### src/rtl/tsm_pkg.sv
// Shared types, widths, codes and reset values for the two-wire sensor serial master.
package tsm_pkg;

	localparam int unsigned ADDR_W  = 7;
	localparam int unsigned BYTE_W  = 8;
	localparam int unsigned MODE_W  = 2;
	localparam int unsigned TICK_W  = 16;
	localparam int unsigned PHASE_W = 8;
	localparam int unsigned BIT_W   = 4;
	localparam int unsigned CIDX_W  = 2;
	localparam int unsigned CDATA_W = 16;

	localparam logic [MODE_W-1:0] MODE_WRITE  = 2'd0;
	localparam logic [MODE_W-1:0] MODE_READ   = 2'd1;
	localparam logic [MODE_W-1:0] MODE_RESYNC = 2'd2;
	localparam logic [MODE_W-1:0] MODE_NONE   = 2'd3;

	localparam logic [CIDX_W-1:0] CFG_LOW_PHASE  = 2'd0;
	localparam logic [CIDX_W-1:0] CFG_HIGH_PHASE = 2'd1;
	localparam logic [CIDX_W-1:0] CFG_RSYNC_LOW  = 2'd2;
	localparam logic [CIDX_W-1:0] CFG_RSYNC_WAIT = 2'd3;

	localparam logic [PHASE_W-1:0] LOW_PHASE_RST  = 8'd1;
	localparam logic [PHASE_W-1:0] HIGH_PHASE_RST = 8'd3;
	localparam logic [PHASE_W-1:0] RSYNC_LOW_RST  = 8'd1;
	localparam logic [TICK_W-1:0]  RSYNC_WAIT_RST = 16'd2000;

	typedef struct packed {
		logic [PHASE_W-1:0] low_phase_ticks;
		logic [PHASE_W-1:0] high_phase_ticks;
		logic [PHASE_W-1:0] resync_low_ticks;
		logic [TICK_W-1:0]  resync_wait_ticks;
	} cfg_t;

	typedef struct packed {
		logic              clock_out;
		logic              line_out;
		logic              line_drive;
		logic              busy_res;
		logic              read_valid;
		logic [BYTE_W-1:0] read_byte;
	} res_t;

endpackage

### src/rtl/tsm_in_if.sv
// Tick input channel: one beat per timing tick.
interface tsm_in_if import tsm_pkg::*; ();
	logic              valid;
	logic              ready;
	logic              start_req;
	logic [MODE_W-1:0] mode;
	logic [ADDR_W-1:0] reg_address;
	logic [BYTE_W-1:0] write_byte;
	logic              line_in;

	modport source(output valid, start_req, mode, reg_address, write_byte, line_in,
		input ready);
	modport sink(input valid, start_req, mode, reg_address, write_byte, line_in,
		output ready);
endinterface

### src/rtl/tsm_out_if.sv
// Result channel: one beat of pin levels and read data per tick.
interface tsm_out_if import tsm_pkg::*; ();
	logic              valid;
	logic              ready;
	logic              clock_out;
	logic              line_out;
	logic              line_drive;
	logic              busy_res;
	logic              read_valid;
	logic [BYTE_W-1:0] read_byte;

	modport source(output valid, clock_out, line_out, line_drive, busy_res, read_valid,
		read_byte, input ready);
	modport sink(input valid, clock_out, line_out, line_drive, busy_res, read_valid,
		read_byte, output ready);
endinterface

### src/rtl/tsm_cfg_if.sv
// Configuration write channel: register index and write data.
interface tsm_cfg_if import tsm_pkg::*; ();
	logic               valid;
	logic               ready;
	logic [CIDX_W-1:0]  index;
	logic [CDATA_W-1:0] data;

	modport source(output valid, index, data, input ready);
	modport sink(input valid, index, data, output ready);
endinterface

### src/rtl/two_wire_sensor_serial_master.sv
// Top level of the two-wire sensor serial master: channels, config and result register.
//
// Each beat on in_ch is one timing tick of the serial waveform. When the master is
// idle, a beat with start_req set and mode write, read or resync begins a transfer;
// start_req is ignored while busy or with the unused mode code. Every input beat
// produces exactly one beat on out_ch carrying the clock and data pin levels for that
// tick, the drive enable, the busy flag and, on the last tick of a read, the byte.
// The result appears in the cycle after its input beat is taken, from an output register.
// While out_ch is ready a new tick is taken in every cycle, so throughput is one beat
// per cycle; the output register lets the next tick in while the current result is
// being taken. If out_ch stalls with a result held, in_ch.ready drops and the
// sequencer does not advance, so no tick is lost or repeated.
// Timing registers are written through cfg, which is always ready; they should be
// written only while no transfer is in progress.
// Reset puts the sequencer in idle with the clock high and loads the timing
// registers with 1, 3, 1 and 2000 ticks; no result is pending after reset.
module two_wire_sensor_serial_master import tsm_pkg::*; (
	input logic      clk,
	input logic      arst_n,
	tsm_in_if.sink   in_ch,
	tsm_out_if.source out_ch,
	tsm_cfg_if.sink  cfg
);

	cfg_t cfg_val;
	res_t res;
	res_t res_q;
	logic out_valid_q;
	logic step;

	assign cfg.ready   = 1'b1;
	assign in_ch.ready = !out_valid_q || out_ch.ready;
	assign step        = in_ch.valid && in_ch.ready;

	tsm_cfg_regs u_cfg_regs (
		.clk      (clk),
		.arst_n   (arst_n),
		.wr_en    (cfg.valid && cfg.ready),
		.wr_index (cfg.index),
		.wr_data  (cfg.data),
		.cfg      (cfg_val)
	);

	tsm_engine u_engine (
		.clk         (clk),
		.arst_n      (arst_n),
		.step        (step),
		.cfg         (cfg_val),
		.start_req   (in_ch.start_req),
		.mode        (in_ch.mode),
		.reg_address (in_ch.reg_address),
		.write_byte  (in_ch.write_byte),
		.line_in     (in_ch.line_in),
		.res         (res)
	);

	always_ff @(posedge clk or negedge arst_n) begin
		if (!arst_n) begin
			out_valid_q <= 1'b0;
		end else if (step) begin
			out_valid_q <= 1'b1;
		end else if (out_ch.ready) begin
			out_valid_q <= 1'b0;
		end
	end

	always_ff @(posedge clk) begin
		if (step) begin
			res_q <= res;
		end
	end

	assign out_ch.valid      = out_valid_q;
	assign out_ch.clock_out  = res_q.clock_out;
	assign out_ch.line_out   = res_q.line_out;
	assign out_ch.line_drive = res_q.line_drive;
	assign out_ch.busy_res   = res_q.busy_res;
	assign out_ch.read_valid = res_q.read_valid;
	assign out_ch.read_byte  = res_q.read_byte;

endmodule

### src/rtl/tsm_cfg_regs.sv
// Configuration register file holding the phase and resync timing values.
module tsm_cfg_regs import tsm_pkg::*; (
	input  logic               clk,
	input  logic               arst_n,
	input  logic               wr_en,
	input  logic [CIDX_W-1:0]  wr_index,
	input  logic [CDATA_W-1:0] wr_data,
	output cfg_t               cfg
);

	cfg_t cfg_q;

	always_ff @(posedge clk or negedge arst_n) begin
		if (!arst_n) begin
			cfg_q.low_phase_ticks   <= LOW_PHASE_RST;
			cfg_q.high_phase_ticks  <= HIGH_PHASE_RST;
			cfg_q.resync_low_ticks  <= RSYNC_LOW_RST;
			cfg_q.resync_wait_ticks <= RSYNC_WAIT_RST;
		end else if (wr_en) begin
			unique case (wr_index)
				CFG_LOW_PHASE:  cfg_q.low_phase_ticks   <= wr_data[PHASE_W-1:0];
				CFG_HIGH_PHASE: cfg_q.high_phase_ticks  <= wr_data[PHASE_W-1:0];
				CFG_RSYNC_LOW:  cfg_q.resync_low_ticks  <= wr_data[PHASE_W-1:0];
				CFG_RSYNC_WAIT: cfg_q.resync_wait_ticks <= wr_data;
			endcase
		end
	end

	assign cfg = cfg_q;

endmodule

### src/rtl/tsm_engine.sv
// Transfer sequencer: bit timing, shift registers and the pin levels of one tick.
module tsm_engine import tsm_pkg::*; (
	input  logic              clk,
	input  logic              arst_n,
	input  logic              step,
	input  cfg_t              cfg,
	input  logic              start_req,
	input  logic [MODE_W-1:0] mode,
	input  logic [ADDR_W-1:0] reg_address,
	input  logic [BYTE_W-1:0] write_byte,
	input  logic              line_in,
	output res_t              res
);

	typedef enum logic [2:0] {
		PH_IDLE  = 3'd0,
		PH_LOW   = 3'd1,
		PH_HIGH  = 3'd2,
		PH_RLOW  = 3'd3,
		PH_RWAIT = 3'd4
	} phase_t;

	phase_t             phase_q, phase_d;
	logic [BIT_W-1:0]   bit_index_q, bit_index_d;
	logic [TICK_W-1:0]  tick_q, tick_d;
	logic [BYTE_W-1:0]  shift_out_q, shift_out_d;
	logic [BYTE_W-1:0]  shift_in_q, shift_in_d;
	logic [BYTE_W-1:0]  pending_q, pending_d;
	logic               is_read_q, is_read_d;

	always_comb begin
		logic              released;
		logic [TICK_W-1:0] tick_inc;
		logic [BIT_W-1:0]  bit_inc;
		logic [2:0]        bit_sel;

		phase_d     = phase_q;
		bit_index_d = bit_index_q;
		tick_d      = tick_q;
		shift_out_d = shift_out_q;
		shift_in_d  = shift_in_q;
		pending_d   = pending_q;
		is_read_d   = is_read_q;

		res = '0;
		res.clock_out  = 1'b1;
		res.line_drive = 1'b1;

		if (phase_q == PH_IDLE && start_req && mode != MODE_NONE) begin
			tick_d      = '0;
			bit_index_d = '0;
			shift_in_d  = '0;
			if (mode == MODE_RESYNC) begin
				phase_d = PH_RLOW;
			end else begin
				is_read_d   = (mode == MODE_READ);
				shift_out_d = {(mode != MODE_READ), reg_address};
				pending_d   = (mode == MODE_READ) ? '0 : write_byte;
				phase_d     = PH_LOW;
			end
		end

		released = is_read_d && bit_index_d[BIT_W-1];
		tick_inc = tick_d + 1'b1;
		bit_inc  = bit_index_d + 1'b1;
		bit_sel  = ~bit_index_d[2:0];

		unique case (phase_d)
			PH_IDLE: begin
			end
			PH_LOW, PH_HIGH: begin
				res.busy_res   = 1'b1;
				res.clock_out  = (phase_d == PH_HIGH);
				res.line_drive = !released;
				res.line_out   = released ? 1'b0 : shift_out_d[bit_sel];
				if (phase_d == PH_LOW) begin
					tick_d = tick_inc;
					if (tick_inc >= TICK_W'(cfg.low_phase_ticks)) begin
						phase_d = PH_HIGH;
						tick_d  = '0;
					end
				end else begin
					if (released && tick_d == '0) begin
						shift_in_d = {shift_in_d[BYTE_W-2:0], line_in};
					end
					tick_d = tick_inc;
					if (tick_inc >= TICK_W'(cfg.high_phase_ticks)) begin
						tick_d      = '0;
						bit_index_d = bit_inc;
						if (bit_inc == '0) begin
							phase_d = PH_IDLE;
							if (is_read_d) begin
								res.read_valid = 1'b1;
								res.read_byte  = shift_in_d;
							end
						end else begin
							if (bit_inc == BIT_W'(BYTE_W) && !is_read_d) begin
								shift_out_d = pending_d;
							end
							phase_d = PH_LOW;
						end
					end
				end
			end
			PH_RLOW: begin
				res.busy_res  = 1'b1;
				res.clock_out = 1'b0;
				tick_d = tick_inc;
				if (tick_inc >= TICK_W'(cfg.resync_low_ticks)) begin
					phase_d = PH_RWAIT;
					tick_d  = '0;
				end
			end
			PH_RWAIT: begin
				res.busy_res = 1'b1;
				tick_d = tick_inc;
				if (tick_inc >= cfg.resync_wait_ticks) begin
					phase_d = PH_IDLE;
					tick_d  = '0;
				end
			end
			default: begin
				phase_d = PH_IDLE;
			end
		endcase
	end

	always_ff @(posedge clk or negedge arst_n) begin
		if (!arst_n) begin
			phase_q     <= PH_IDLE;
			bit_index_q <= '0;
			tick_q      <= '0;
			shift_out_q <= '0;
			shift_in_q  <= '0;
			pending_q   <= '0;
			is_read_q   <= 1'b0;
		end else if (step) begin
			phase_q     <= phase_d;
			bit_index_q <= bit_index_d;
			tick_q      <= tick_d;
			shift_out_q <= shift_out_d;
			shift_in_q  <= shift_in_d;
			pending_q   <= pending_d;
			is_read_q   <= is_read_d;
		end
	end

endmodule

### src/flat_wrapper.sv
// flat-port wrapper written by rule: the top's interface ports become plain ports
module two_wire_sensor_serial_master_flat import tsm_pkg::*;
  (clk, arst_n, in_ch_valid, in_ch_start_req, in_ch_mode, in_ch_reg_address, in_ch_write_byte, in_ch_line_in, in_ch_ready, out_ch_valid, out_ch_clock_out, out_ch_line_out, out_ch_line_drive, out_ch_busy_res, out_ch_read_valid, out_ch_read_byte, out_ch_ready, cfg_valid, cfg_index, cfg_data, cfg_ready);
  tsm_in_if in_ch_i ();
  tsm_out_if out_ch_i ();
  tsm_cfg_if cfg_i ();
  input logic clk;
  input logic arst_n;
  input wire logic [$bits(in_ch_i.valid)-1:0] in_ch_valid;
  input wire logic [$bits(in_ch_i.start_req)-1:0] in_ch_start_req;
  input wire logic [$bits(in_ch_i.mode)-1:0] in_ch_mode;
  input wire logic [$bits(in_ch_i.reg_address)-1:0] in_ch_reg_address;
  input wire logic [$bits(in_ch_i.write_byte)-1:0] in_ch_write_byte;
  input wire logic [$bits(in_ch_i.line_in)-1:0] in_ch_line_in;
  output wire logic [$bits(in_ch_i.ready)-1:0] in_ch_ready;
  output wire logic [$bits(out_ch_i.valid)-1:0] out_ch_valid;
  output wire logic [$bits(out_ch_i.clock_out)-1:0] out_ch_clock_out;
  output wire logic [$bits(out_ch_i.line_out)-1:0] out_ch_line_out;
  output wire logic [$bits(out_ch_i.line_drive)-1:0] out_ch_line_drive;
  output wire logic [$bits(out_ch_i.busy_res)-1:0] out_ch_busy_res;
  output wire logic [$bits(out_ch_i.read_valid)-1:0] out_ch_read_valid;
  output wire logic [$bits(out_ch_i.read_byte)-1:0] out_ch_read_byte;
  input wire logic [$bits(out_ch_i.ready)-1:0] out_ch_ready;
  input wire logic [$bits(cfg_i.valid)-1:0] cfg_valid;
  input wire logic [$bits(cfg_i.index)-1:0] cfg_index;
  input wire logic [$bits(cfg_i.data)-1:0] cfg_data;
  output wire logic [$bits(cfg_i.ready)-1:0] cfg_ready;
  assign in_ch_i.valid = in_ch_valid;
  assign in_ch_i.start_req = in_ch_start_req;
  assign in_ch_i.mode = in_ch_mode;
  assign in_ch_i.reg_address = in_ch_reg_address;
  assign in_ch_i.write_byte = in_ch_write_byte;
  assign in_ch_i.line_in = in_ch_line_in;
  assign in_ch_ready = in_ch_i.ready;
  assign out_ch_valid = out_ch_i.valid;
  assign out_ch_clock_out = out_ch_i.clock_out;
  assign out_ch_line_out = out_ch_i.line_out;
  assign out_ch_line_drive = out_ch_i.line_drive;
  assign out_ch_busy_res = out_ch_i.busy_res;
  assign out_ch_read_valid = out_ch_i.read_valid;
  assign out_ch_read_byte = out_ch_i.read_byte;
  assign out_ch_i.ready = out_ch_ready;
  assign cfg_i.valid = cfg_valid;
  assign cfg_i.index = cfg_index;
  assign cfg_i.data = cfg_data;
  assign cfg_ready = cfg_i.ready;
  two_wire_sensor_serial_master u_core (.clk(clk), .arst_n(arst_n), .in_ch(in_ch_i), .out_ch(out_ch_i), .cfg(cfg_i));
endmodule
### config.mk
export PLATFORM = sky130hd
export DESIGN_NAME = two_wire_sensor_serial_master_flat
export DESIGN_NICKNAME = d
export VERILOG_FILES = /design/src/rtl/tsm_pkg.sv /design/src/rtl/tsm_in_if.sv /design/src/rtl/tsm_out_if.sv /design/src/rtl/tsm_cfg_if.sv /design/src/rtl/two_wire_sensor_serial_master.sv /design/src/rtl/tsm_cfg_regs.sv /design/src/rtl/tsm_engine.sv /design/src/flat_wrapper.sv
export SDC_FILE = /design/constraint.sdc
export NUM_CORES = 1
export LEC_CHECK = 0
export ABC_AREA = 1
export BUFFER_PORTS_ARGS = -buffer_cell sky130_fd_sc_hd__buf_4
export CAP_MARGIN = 25
export CORE_ASPECT_RATIO = 0.75
export CORE_MARGIN = 2
export CORE_UTILIZATION = 50
export CTS_CLUSTER_DIAMETER = 80
export DETAILED_ROUTE_END_ITERATION = 7
export HOLD_SLACK_MARGIN = 0.05
export PLACE_DENSITY = 0.78
export REMOVE_ABC_BUFFERS = 1
export SKIP_LAST_GASP = 1
export SLEW_MARGIN = 20
export SYNTH_ARGS = -nofsm -noshare
export SYNTH_HDL_FRONTEND = slang
export SYNTH_SLANG_ARGS = --single-unit
### constraint.sdc
create_clock -name clk -period 4.61 [get_ports clk]
set_clock_uncertainty 0.2 [all_clocks]
set_input_delay 0.6915 -clock clk [delete_from_list [all_inputs] [get_ports clk]]
set_output_delay 0.6915 -clock clk [all_outputs]
set_load 0.03 [all_outputs]
### Yosys cells after proc, flatten, opt, wreduce, memory -nomap -nowiden

Cells that the tools add are included.

| word-level totals | value |
|---|---|
| register bits after elaboration | 102 |
| bits in latches | 0 |
| memory bits (writable) | 0 |
| memory bits (read-only) | 0 |
| word-level logic and storage cells | 110 |
| memories | 0 |

| cells by class | value |
|---|---|
| $add $sub $neg | 2 |
| multipliers | 0 |
| divide/modulo/power cells | 0 |
| order comparisons | 5 |
| equal/unequal tests | 12 |
| shifts and indexed selects | 0 |
| mux-type cells | 43 |
| bitwise gates (word level) | 5 |
| reductions and logical operators | 25 |

Operators with widths:

| kind | count |
|---|---|
| $mux 8 | 14 |
| $mux 16 | 6 |
| $ge 16x8->1 | 3 |
| $pmux 16 s3 | 1 |
| $mux 3 | 6 |
| $add 16x1->16 const B | 1 |
| $ge 16x16->1 | 1 |
| $logic_not 16->1 | 1 |
| $mux 4 | 4 |
| $pmux 3 s4 | 1 |
| $mux 9 | 1 |
| $reduce_and 2->1 | 4 |
| $reduce_or 4->1 | 2 |
| $mux 1 | 7 |
| $eq 2x2->1 const B | 3 |
| $eq 3x2->1 const B | 2 |
| $logic_and 1x1->1 | 6 |
| $logic_not 3->1 | 2 |
| $reduce_or 5->1 | 1 |
| $add 4x1->4 const B | 1 |
| $eq 2x1->1 const B | 2 |
| $eq 4x4->1 const B | 1 |
| $logic_not 4->1 | 1 |
| $lt 3x4->1 const B | 1 |
| other kinds (14) | 20 |

### Depth between registers and ports, before layout

| logic depth | value |
|---|---|
| depth after elaboration | 12 |
| gate-level depth with buffers | 30 |
| mapped depth without buffers | 29 |

### By module

A second synthesis with hierarchy kept.

| second synthesis, totals | value |
|---|---|
| cells, all modules | 904 |
| area, all modules | 6984.2 µm² |

Modules (own cells, without submodules):

| module | instances | cells an instance | area an instance (µm²) |
|---|---|---|---|
| tsm_engine | 1 | 704 | 4795.8 |
| tsm_cfg_regs | 1 | 179 | 1741.7 |
| two_wire_sensor_serial_master | 1 | 21 | 446.7 |

### Worst setup path before layout

Ideal clock, no wire load.

| timing path | value |
|---|---|
| path type | input -> register |
| from | input in_ch_mode[1] |
| to | register u_core.u_engine.tick_q[12] |
| data arrival time | 3314 ps |
| setup slack | 1019 ps |
| cell stages on the path | 26 |
| cell sequence | nand2_1 -> nand3_4 -> nand2_1 -> inv_1 -> ha_1 -> nand4_1 -> nor2_1 -> xor2_1 -> inv_1 -> ha_1 -> nand2_1 -> inv_1 -> nand2_1 -> nand2_1 -> a21boi_0 -> nand2_1 -> nand2_1 -> nand2_1 -> nand2_1 -> nand2_1 -> nand2_1 -> inv_2 -> nand2_4 -> buf_6 -> nand2_1 -> a21oi_1 |

| on the way | value |
|---|---|
| longest elaborated chain between the ends | 8 |
| elaborated cells between the ends (all ways) | 22 |
| those cells by class | add/sub: 1; order compare: 4; eq/ne: 6; mux: 9; reduce/logical: 2 |

Ends and longest elaborated chain:

| element | RTL line | text |
|---|---|---|
| from (decl) | flat_wrapper.sv:11 | `input wire logic [$bits(in_ch_i.mode)-1:0] in_ch_mode;` |
| $ne 2x2->1 | tsm_engine.sv:49 | `if (phase_q == PH_IDLE && start_req && mode != MODE_NONE) begin` |
| $logic_and 1x1->1 | tsm_engine.sv:49 |  |
| $mux 16 | tsm_engine.sv:49 |  |
| $add 16x1->16 | tsm_engine.sv:64 | `tick_inc = tick_d + 1'b1;` |
| $ge 16x8->1 (on tied branches) | tsm_engine.sv:87, tsm_engine.sv:78 |  |
| $mux 16 (on tied branches) | tsm_engine.sv:87, tsm_engine.sv:78 |  |
| $mux 16 | tsm_engine.sv:76 | `if (phase_d == PH_LOW) begin` |
| $pmux 16 s3 * | tsm_engine.sv:68 | `unique case (phase_d)` |
| to (signal assigned) | tsm_engine.sv:140 | `tick_q <= tick_d;` |
| to (decl) | tsm_engine.sv:25 | `logic [TICK_W-1:0] tick_q, tick_d;` |

Every way passes the cells marked *; elsewhere a longest branch is shown, timed or not.
A chain may end at the register's enable or synchronous reset.

### Worst setup path after layout

| timing path | value |
|---|---|
| from | register u_core.u_engine.phase_q[2] |
| to | register u_core.res_q, in the netlist u_core.out_ch.read_byte[2] (data pin) |

| on the way | value |
|---|---|
| longest elaborated chain between the ends | 8 |
| elaborated cells between the ends (all ways) | 24 |
| those cells by class | add/sub: 2; order compare: 1; eq/ne: 2; mux: 6; bitwise: 4; reduce/logical: 9 |

Ends and longest elaborated chain:

| element | RTL line | text |
|---|---|---|
| from (decl) | tsm_engine.sv:23 | `phase_t phase_q, phase_d;` |
| from (signal assigned) | tsm_engine.sv:138 | `phase_q <= phase_d;` |
| $logic_not 3->1 | tsm_engine.sv:49 |  |
| $logic_and 1x1->1 (2 in a row) | tsm_engine.sv:49 |  |
| $mux 16, or another cell as far along | tsm_engine.sv:49 |  |
| $add 16x1->16, or another cell as far along | tsm_engine.sv:64 |  |
| $ge 16x8->1, or another cell as far along | tsm_engine.sv:87 | `if (tick_inc >= TICK_W'(cfg.high_phase_ticks)) begin` |
| $not 1->1 (no source line) | -- |  |
| $reduce_or 5->1 (no source line) | -- |  |
| to (signal assigned) | two_wire_sensor_serial_master.sv:69 | `res_q <= res;` |
| to (decl) | two_wire_sensor_serial_master.sv:27 | `res_t res_q;` |

Parallel ways exist; a longest one is shown, timed or not.

==> results.ini <==
[outcome]
outcome = finished clean

[sta]
finalHoldViolations = 0
whs_ns = 0.232
finalCritPeriodShare = 0.857
maxSlewViolCount = 0
relSlewSlack = 0.373
tns_ns = 0
rsz0062_at_grt = false
max_freq_ghz = 0.253
setup_violations = 0
period_minus_slack_ns = 3.95
worstMarginPinSlew_ns = 0.941

[placed_design]
place_hpwl_mm = 10.8
placed_cells = 1125
postPlaceCellArea_um2 = 7220
io_buffers = 56
gp_congestion = 0.914

[yosys]
yosysUniqueCellTypes = 43
synth_most_common_cell = nand2_1
synth-edff-count = 13
synth.area.top_cells = dfrtp_1 30%, nand2_1 13%, inv_1 8.1%
netlist_area_um2 = 6650
synthFlopType = dfrtp_1
yosysSeqAreaShare = 0.395
synthDominantCellAreaShare = 0.297
synthesis.instances = 918
syn_area_per_cell_um2 = 7.25
async_flop_share = 0.873
synth_top_area_cell = dfrtp_1
synth_commonest_cells = 231 x nand2_1, 144 x inv_1, 103 x nor2_1
synth_seq_cells = 102
yosys_warnings = 0

[clock_network]
cts_hold_buffers = 0
ctsResizeCount = 0
cts_setup_buffers = 0
cts_made_buffers = 9
ctsLongestPathBuffers = 2
cts_tree = yes
htree_levels = 3
cts_root_buf = clkbuf_16
clk_pin_slew_worst_paths_ns = 0.07
insertion_delay_ns = 0.35
cts.sinks = 102

[drt]
drt_pass1_iterations = 6
drt-wirelength-per-cell_um = 13.2
drt_first_iter_violations = 606
vias_per_cell = 5.07
drc_errors = 0
drtAntennaViolNets = 0
vias = 5780
drt_wl_total_mm = 15.0

[worst_setup_path]
cp_max_fo = 8
crit_chain = nor2_4 > nand3_4 > nand2_1 > inv_1 > ha_1 > nand4_1 > xnor2_1 > ha_1 > nand2_1 > nand2_1 > nand2_1 > nand2_1 > nand2_1 > nand2_1 > nor2_1 > nand2_2 > nand2_2 > nor3_2 > inv_1 > nor2_1
endpoint_kind = register
cp-start-kind = register
r2r-start = u_core.u_engine.phase_q[2]$_DFFE_PN0P_
cp_top_family = simple AND/OR/NAND/NOR gates
crit_top_cell = nand2_1
path_buf_inv = 2
cp_slowest_cell = dfrtp_1
worstPathRequired_ns = 4.50
crit_path_start = u_core.u_engine.phase_q[2]$_DFFE_PN0P_
crit_arrival_ns = 3.84
crit_type = reg2reg
cpPeakStageDelay_ns = 0.57

[grt]
antenna_found_initial = 0
grt_pass1_vias = 5303
grt_pass1_wl_mm = 25.6
overflow = 0
track_usage = 0.224
grt_max_degree = 63

[die]
fp.dieW_um = 137
die_area_um2 = 14300
io_pins = 58
initial_core_util = 0.513
die_h_um = 104
rows = 36
coreArea_um2 = 13000

[finish]
fillers = 1217
multiInputGateArea_um2 = 3300
drive_gt1_frac = 0.127
finalInstanceArea_um2 = 7530
fin_nets = 1049
seq_area_um2 = 2630
stdcell_count = 1141
synthToLayoutAreaGrowth_pct = 13.2
antenna_cells = 0

[worst_hold_path]
hold_path_class = in2async

[pwr]
cellLeakagePower_nw = 3.93
max-vdd-ir-drop_mv = 0.282
p_per_area_nw_per_um2 = 621
p_total_w = 0.00468

[job]
max-cap-violations = 0

cells by family (layout without fill, tap and decap cells):
| kind of cell | count (synthesis) | in the layout | synth area share |
|---|---|---|---|
| other | 1 | 1 | 0.000564 |
| XOR/XNOR | 8 | 8 | 0.0105 |
| AND/OR/NAND/NOR | 427 | 427 | 0.277 |
| buffers and inverters | 183 | 235 | 0.109 |
| adder cells (fa/ha/maj) | 42 | 42 | 0.0790 |
| multiplexers | 9 | 9 | 0.0137 |
| AO/OA/AOI/OAI | 146 | 146 | 0.115 |
| flip-flops | 102 | 102 | 0.395 |
power by group:
group	leakage, nW	switching, W	internal [W]
Sequential	1.22	0.000189	0.00118
Clock	0.149	0.000342	0.000473
Combinational	2.57	0.00165	0.000845
area by class of cell:
type / instances / area share
clock buffers: 9 / 0.0299
clock inverters: 7 / 0.0116
inverters: 153 / 0.0762
multi-input cells: 633 / 0.438
flip-flops and latches: 102 / 0.349
well taps: 171 / 0.0284
repair buffers: 66 / 0.0668
state kept, by name, summed over array words and instances (netlist names):
register,count
u_core.out_ch.clock_out,1
u_core.out_ch.read_valid,1
u_core.u_engine.pending_q,8
u_core.out_ch.line_out,1
u_core.out_ch.busy_res,1
u_core.out_ch.read_byte,8
u_core.u_engine.is_read_q,1
u_core.out_ch.line_drive,1
u_core.u_engine.bit_index_q,4
u_core.u_engine.phase_q,3
u_core.u_engine.tick_q,16
u_core.u_cfg_regs.cfg,40
u_core.u_engine.shift_out_q,8
u_core.u_engine.shift_in_q,8
u_core.out_ch.valid,1
layer usage:
metal  GRT usage  wire length, um  vias to the layer above
li1            -                -                     3003
met1       0.347             7590                     2582
met2       0.321             6220                      181
met3      0.0424             1010                       14
met4      0.0538              183                        0
met5           0                0                        -
cells in the final DEF (no fill, tap or decap), types with 2 or more instances in the layout:
| cell | instances |
|---|---|
| a21oi_1 | 68 |
| a31oi_1 | 2 |
| buf_4 | 65 |
| bufinv_16 | 2 |
| clkbuf_16 | 9 |
| clkinv_1 | 5 |
| dfrtp_1 | 79 |
| dfstp_2 | 10 |
| edfxtp_1 | 13 |
| ha_1 | 42 |
| inv_1 | 143 |
| inv_2 | 8 |
| mux2i_1 | 8 |
| nand2_1 | 231 |
| nand2_2 | 5 |
| nand3_1 | 47 |
| nand3_2 | 7 |
| nand4_1 | 13 |
| nor2_1 | 103 |
| nor2_2 | 5 |
| nor2_4 | 4 |
| nor3_1 | 4 |
| nor3_2 | 2 |
| nor4_1 | 3 |
| o211ai_1 | 6 |
| o21ai_0 | 60 |
| o21ai_1 | 3 |
| xor2_1 | 7 |
worst paths after layout:
kind,cells past startpoint,to,slack [ns]
setup / recovery,20,u_core.out_ch.read_byte[2]$_SDFFCE_PP0P_,0.66
hold / removal,1,u_core.u_cfg_regs.cfg[18]$_DFFE_PN0P_,0.23
setup reg to reg,20,u_core.out_ch.read_byte[2]$_SDFFCE_PP0P_,0.66
hold reg to reg,2,u_core.u_engine.shift_out_q[0]$_DFFE_PN0P_,0.28
max in group asynchronous,2,u_core.u_engine.phase_q[0]$_DFFE_PN0P_,3.07
min in group clk,2,u_core.u_engine.shift_out_q[0]$_DFFE_PN0P_,0.28
through the flow:
stage,utilization,setup WS (ns)
floorplan,-,0.906
global placement,0.555,0.560
detailed placement,0.557,0.459
CTS,0.581,0.708
global route,0.581,0.331
finish,0.581,0.661
worst reg2reg max path, stage by stage, from the launching register on:
cell and delay, ns:
dfrtp_1 0.57, nor2_4 0.10, nand3_4 0.11, nand2_1 0.11
inv_1 0.10, ha_1 0.27, nand4_1 0.19, xnor2_1 0.48
ha_1 0.34, nand2_1 0.08, nand2_1 0.05, nand2_1 0.05
nand2_1 0.06, nand2_1 0.05, nand2_1 0.04, nor2_1 0.20
nand2_2 0.13, nand2_2 0.17, nor3_2 0.06, inv_1 0.25
nor2_1 0.08
Power figures use the tool's default switching activity.
